### src/rtl/core/pgv_ram.sv
`timescale 1ns / 1ps
module pgv_ram #(
  parameter int WIDTH = 8,
  parameter int DEPTH = 2
) (
  input  logic                     clk_i,
  input  logic                     we_i,
  input  logic [$clog2(DEPTH)-1:0] waddr_i,
  input  logic [WIDTH-1:0]         wdata_i,
  input  logic [$clog2(DEPTH)-1:0] raddr_i,
  output logic [WIDTH-1:0]         rdata_o
);

  logic [WIDTH-1:0] mem_q [DEPTH];

  always_ff @(posedge clk_i) begin
    if (we_i) begin
      mem_q[waddr_i] <= wdata_i;
    end
    rdata_o <= mem_q[raddr_i];
  end

endmodule

### config.mk
export PLATFORM = sky130hd
export DESIGN_NAME = pgv_ram
export DESIGN_NICKNAME = d
export VERILOG_FILES = /design/src/rtl/core/pgv_ram.sv
export SDC_FILE = /design/constraint.sdc
export NUM_CORES = 1
export LEC_CHECK = 0
export BUFFER_PORTS_ARGS = -buffer_cell sky130_fd_sc_hd__buf_2
export CAP_MARGIN = 40
export CORE_MARGIN = 1.5
export CORE_UTILIZATION = 31
export DETAILED_ROUTE_END_ITERATION = 12
export PLACE_DENSITY = 0.56
export SYNTH_ARGS = -nofsm -noshare
export SYNTH_HDL_FRONTEND = slang
export SYNTH_SLANG_ARGS = --single-unit
### constraint.sdc
create_clock -name clk_i -period 1.1 [get_ports clk_i]
set_input_delay 0 -clock clk_i [delete_from_list [all_inputs] [get_ports clk_i]]
set_output_delay 0 -clock clk_i [all_outputs]
set_load 0.02 [all_outputs]
==> metrics.cfg, run 1 <==
[die]
core_area_mm2=0.00243
chipWidth_um=53.3
rows=18
design.die.area_mm2=0.00284
io_pins=20
floorplan.initialDensity_pct=32.3
floorplan.die.height_um=53.3

[routing]
detailroute.via_count=385
drt.antenna.violating_nets=0
drt-total-wl_um=1010
dr.first_iter.drc_count=1
drtPass1Iterations=3
post_drt_via_cell_ratio=4.01
drt_wl_cell_um=10.5
post-route-drc-count=0

[timing]
clock.fmax_ghz=1.27
finalSetupViolations=0
worst-slew-pin-transition_ns=0.396
holdWs_ns=0.127
final_max_slew_viol_count=0
timing_hold_violations_final=0
fin_crit_ns=0.786
setup_repair_after_global_routing_missed_its_margin=false
slew_headroom_pct=73.6
post_route_fraction_of_the_period_consumed_by_the_critical_path_pct=71.4
postLayoutSetupSlackWorst_ns=0.314
fin_skew_ns=0.00108
timing.setup.tns_ns=0

[critical_path]
worstPathArrival_ns=0.79
rrSetupSlack_ns=0.35
critical_path_peak_fanout=1
critical_path_required_ns=1.10
setup.worst_path.class=reg -> out
worst_setup_path_end_kind=output port
critPathBufInv=1
crit_path_start_kind=flop
path_delay_family=flip-flops
crit_path_max_incr_delay_ns=0.33
critical_path.cell_chain=buf_2
cpMaxStageDelayCell=sky130_fd_sc_hd__dfxtp_1

[global_routing]
grt_start_max_net_pins=14
overflow=0
initial_antenna_violation_count=0
vias_in_the_first_global_route=328
grt_usage_pct=8.14
grt_first_pass_wirelength_um=1490

[power]
power.density_cell_area_mw_per_mm2=1560
power.leakage_nw=0.417
max-vdd-ir-drop_mv=0.728

[clock_tree]
path_clk_slew_ns=0.12
cts_root_buffer=sky130_fd_sc_hd__clkbuf_4
cts_hold_buffers=8
insertion_delay_ns=0.30
cts_resized=0
cts_inserted_buffers=3
tritoncts=yes
cts_post_setup_buffers_inserted=0
h-tree-depth=1
clock_path_buffers=2
clock_sink_count=24

[layout]
syn_to_layout_area_delta_pct=30.0
antenna_cells_inserted=0
final_core_util_pct=41.9
design.final.nets=79
drive_above_1_share_pct=47.0
final.fill_count=231
layout.cells.non_filler=96

[flow_run]
drv.max_cap_violation_count=0

[placement]
dpl.hpwl_um=671
dpl_worst_slack_ns=0.272
io_buffer_count=19
routabilityCongestion=0.586
placed_cells_incl_taps=84

[logic_synthesis]
seq_area_frac_synth_pct=81.7
synth_area_per_inst_um2=22.4
synth_seq_cells=24
synthesis.area_um2=785
gate_count_after_technology_mapping=35
yosysUniqueCellTypes=6
syn_nets=47
synth.yosys.warnings=0

[min_path]
hold_path_class=in -> reg

[status]
outcome=finished, final reports clean

==> cells in the final DEF, fill, tap and decap left out, drive strengths merged <==
cell type / n
buf: 20
edfxtp: 16
mux2: 8
dlygate4sd3: 8
dfxtp: 8
clkbuf: 3
nor2b: 1
and2: 1
clkinv: 1
==> final timing paths <==
check,cells after the start,end,from
max,1,rdata_o[3],rdata_o[3]
min,2,rdata_o[3],raddr_i
max reg2reg,1,rdata_o[4],mem_q[0][4]
min reg2reg,1,rdata_o[3],mem_q[0][3]
==> final cells by class <==
| cell class | instances | area (um^2) | area share (%) |
|---|---|---|---|
| Clock inverter | 1 | 3.75 | 0.368 |
| Clock buffer | 3 | 22.5 | 2.21 |
| Sequential cell | 24 | 641 | 62.8 |
| Timing Repair Buffer | 28 | 183 | 17.9 |
| Multi-Input combinational cell | 10 | 133 | 13.0 |
| Tap cell | 30 | 37.5 | 3.68 |
==> layer usage <==
metal  global-route usage (%)  share of wire, %  vias to the layer above
li1                         -                 -                      192
met1                     8.48                44                      179
met2                     11.9                48                       10
met3                     1.98               3.5                        4
met4                     10.3               4.6                        0
met5                        0                 0                        -
==> metrics by stage <==
stage                     power, W  area, um^2
final                      0.00159        1020
after global routing       0.00166        1020
after CTS                  0.00160        1020
after detailed placement   0.00122         913
after global placement     0.00122         913
after floorplan            0.00116         785
==> flip-flops by register name (all words and copies together) (netlist names) <==
register / flops
mem_q: 16
rdata_o: 8
==> kinds of logic (layout without fill, tap and decap cells) <==
| logic type | count (synthesis) | count (layout) | synth area share (%) |
|---|---|---|---|
| buffers and inverters | 1 | 32 | 1.44 |
| flip-flops | 24 | 24 | 81.7 |
| AND/OR/NAND/NOR | 2 | 2 | 1.60 |
| multiplexers | 8 | 8 | 15.3 |
==> power by group <==
group / switching (W) / internal, W
Sequential: 0.0000140 / 0.00103
Combinational: 0.0000803 / 0.0000932
Clock: 0.000240 / 0.000132
==> cell usage after synthesis (all sizes together) <==
cell type   n  area (um^2)
edfxtp     16          480
mux2        8          120
nor2b       1         6.26
buf         1         11.3
dfxtp       8          160
and2        1         6.26
(Power assumes the default switching activity.)
==> run 2, diff against run 1 <==
- clock period: 1.1 -> 0.8 ns (I/O delays scaled with it)
==> metrics.cfg, run 2 (same netlist as run 1, synthesis figures left out) <==
[critical_path]
cpMaxStageDelayCell=sky130_fd_sc_hd__edfxtp_1
setup.worst_path.class=reg -> reg
worstPathArrival_ns=0.99
path_delay_family=flip-flops
critical_path.cell_chain=mux2_4
critPathBufInv=0
critical_path_required_ns=1.00
critical_path_peak_fanout=1
r2r.worst_path.cells=1
worst_setup_path_end_kind=flop
crit_path_max_incr_delay_ns=0.40
cp_num_cells=1
rrSetupSlack_ns=0.01
crit_path_start_kind=flop

[timing]
fin_crit_ns=0.785
post_route_fraction_of_the_period_consumed_by_the_critical_path_pct=98.2
worst-slew-pin-transition_ns=0.366
clock.fmax_ghz=1.27
setup_repair_after_global_routing_missed_its_margin=true
slew_headroom_pct=75.6
fin_skew_ns=0.0142
final_max_slew_viol_count=0
timing_hold_violations_final=0
finalSetupViolations=0

[placement]
dpl.hpwl_um=735
routabilityCongestion=0.630
detailed_place.area_um2=913
io_buffer_count=19

[power]
power.density_cell_area_mw_per_mm2=2350
pwr-share-seq_pct=56.1
power.leakage_nw=0.446
clockPowerShare_pct=33.1
sw_power_w=0.000494
cell_internal_pwr_w=0.00210
power_switching_share_pct=19.0
max-vdd-ir-drop_mv=1.03
comb_power_share_pct=10.8

[routing]
drtPass1Iterations=2
detailroute.via_count=381
dr.first_iter.drc_count=9
post-route-drc-count=0
post_drt_via_cell_ratio=3.97
drt.antenna.violating_nets=0
drt_wl_cell_um=11.0
drt-total-wl_um=1060

[die]
io_pins=20
chipWidth_um=53.3
floorplan.die.height_um=53.3
rows=18
design.die.area_mm2=0.00284
core_area_mm2=0.00243
floorplan.initialDensity_pct=32.3

[min_path]
timing.hold.worst_path_depth=2
hold_path_class=in -> reg

[layout]
syn_to_layout_area_delta_pct=41.0
final_core_util_pct=45.5
largestRegisters=mem_q x16, rdata_o x8
postLayoutCellArea_mm2=0.00111
design.final.nets=79
largest-register=mem_q
layout_commonest_cell=sky130_fd_sc_hd__edfxtp_1
largest_register_ff_count=16
antenna_cells_inserted=0
layout.cells.most_common_list=sky130_fd_sc_hd__edfxtp_1, sky130_fd_sc_hd__buf_2
drive_above_1_share_pct=60.6

[global_routing]
vias_in_the_first_global_route=346
grt_usage_pct=8.59
initial_antenna_violation_count=0
overflow=0
grt_start_max_net_pins=15
grt_first_pass_wirelength_um=1570

[clock_tree]
h-tree-depth=1
tritoncts=yes
path_clk_slew_ns=0.14
clock_path_buffers=2
cts_inserted_buffers=3
clock_sink_count=24
cts_root_buffer=sky130_fd_sc_hd__clkbuf_4
insertion_delay_ns=0.31
cts_post_setup_buffers_inserted=0

[status]
outcome=finished, final reports clean

[flow_run]
drv.max_cap_violation_count=0

## run 2: worst paths after layout
check / startpoint / to
worst max-delay path: mem_q[0][7] / rdata_o[7]
worst min register to register: mem_q[0][6] / rdata_o[6]
worst max register to register: mem_q[0][7] / rdata_o[7]
worst min-delay path: raddr_i / rdata_o[3]
## run 2: power by group through the flow
stage          clock (W)  combinational [W]  sequential [W]
2_1_floorplan          0          0.0000854         0.00152
3_3_place_gp           0           0.000210         0.00147
3_5_place_dp           0           0.000212         0.00147
4_1_cts         0.000876           0.000257         0.00144
5_1_grt         0.000942           0.000299         0.00146
6_report        0.000861           0.000281         0.00146
## run 2: per-stage QoR
stage          setup TNS (ns)  hold WS (ns)  worst slack (ns)  cells  total power, W
2_1_floorplan               0        0.0989           0.00656     35         0.00160
3_3_place_gp                0         0.196            0.0368     84         0.00168
3_5_place_dp                0         0.195            0.0132     84         0.00168
4_1_cts                     0         0.101           0.00542     96         0.00258
5_1_grt               -0.0524        0.0975           -0.0146     96         0.00271
6_report                    0         0.106            0.0148     96         0.00260
## run 2: layout make-up
class                           count  area [um^2]
Sequential cell                    24          651
Clock buffer                        3         22.5
Timing Repair Buffer               28          233
Multi-Input combinational cell     10          133
Fill cell                         223         1330
Tap cell                           30         37.5
Clock inverter                      1         30.0
## run 2: metal layers
| metal | global-route usage (%) | part of all wire (%) |
|---|---|---|
| met1 | 10.9 | 44 |
| met2 | 11.5 | 51 |
| met3 | 0 | 2.2 |
| met4 | 11.5 | 2.6 |
| met5 | 0 | 0 |
## run 2: timing repair
| item | in CTS | in global routing |
|---|---|---|
| pin swaps | 0 | 0 |
| gates resized for setup | 6 | 18 |
| endpoints found under the setup margin | 6 | 8 |
| hold endpoints to repair | 16 | 0 |
| hold buffers | 8 | 0 |
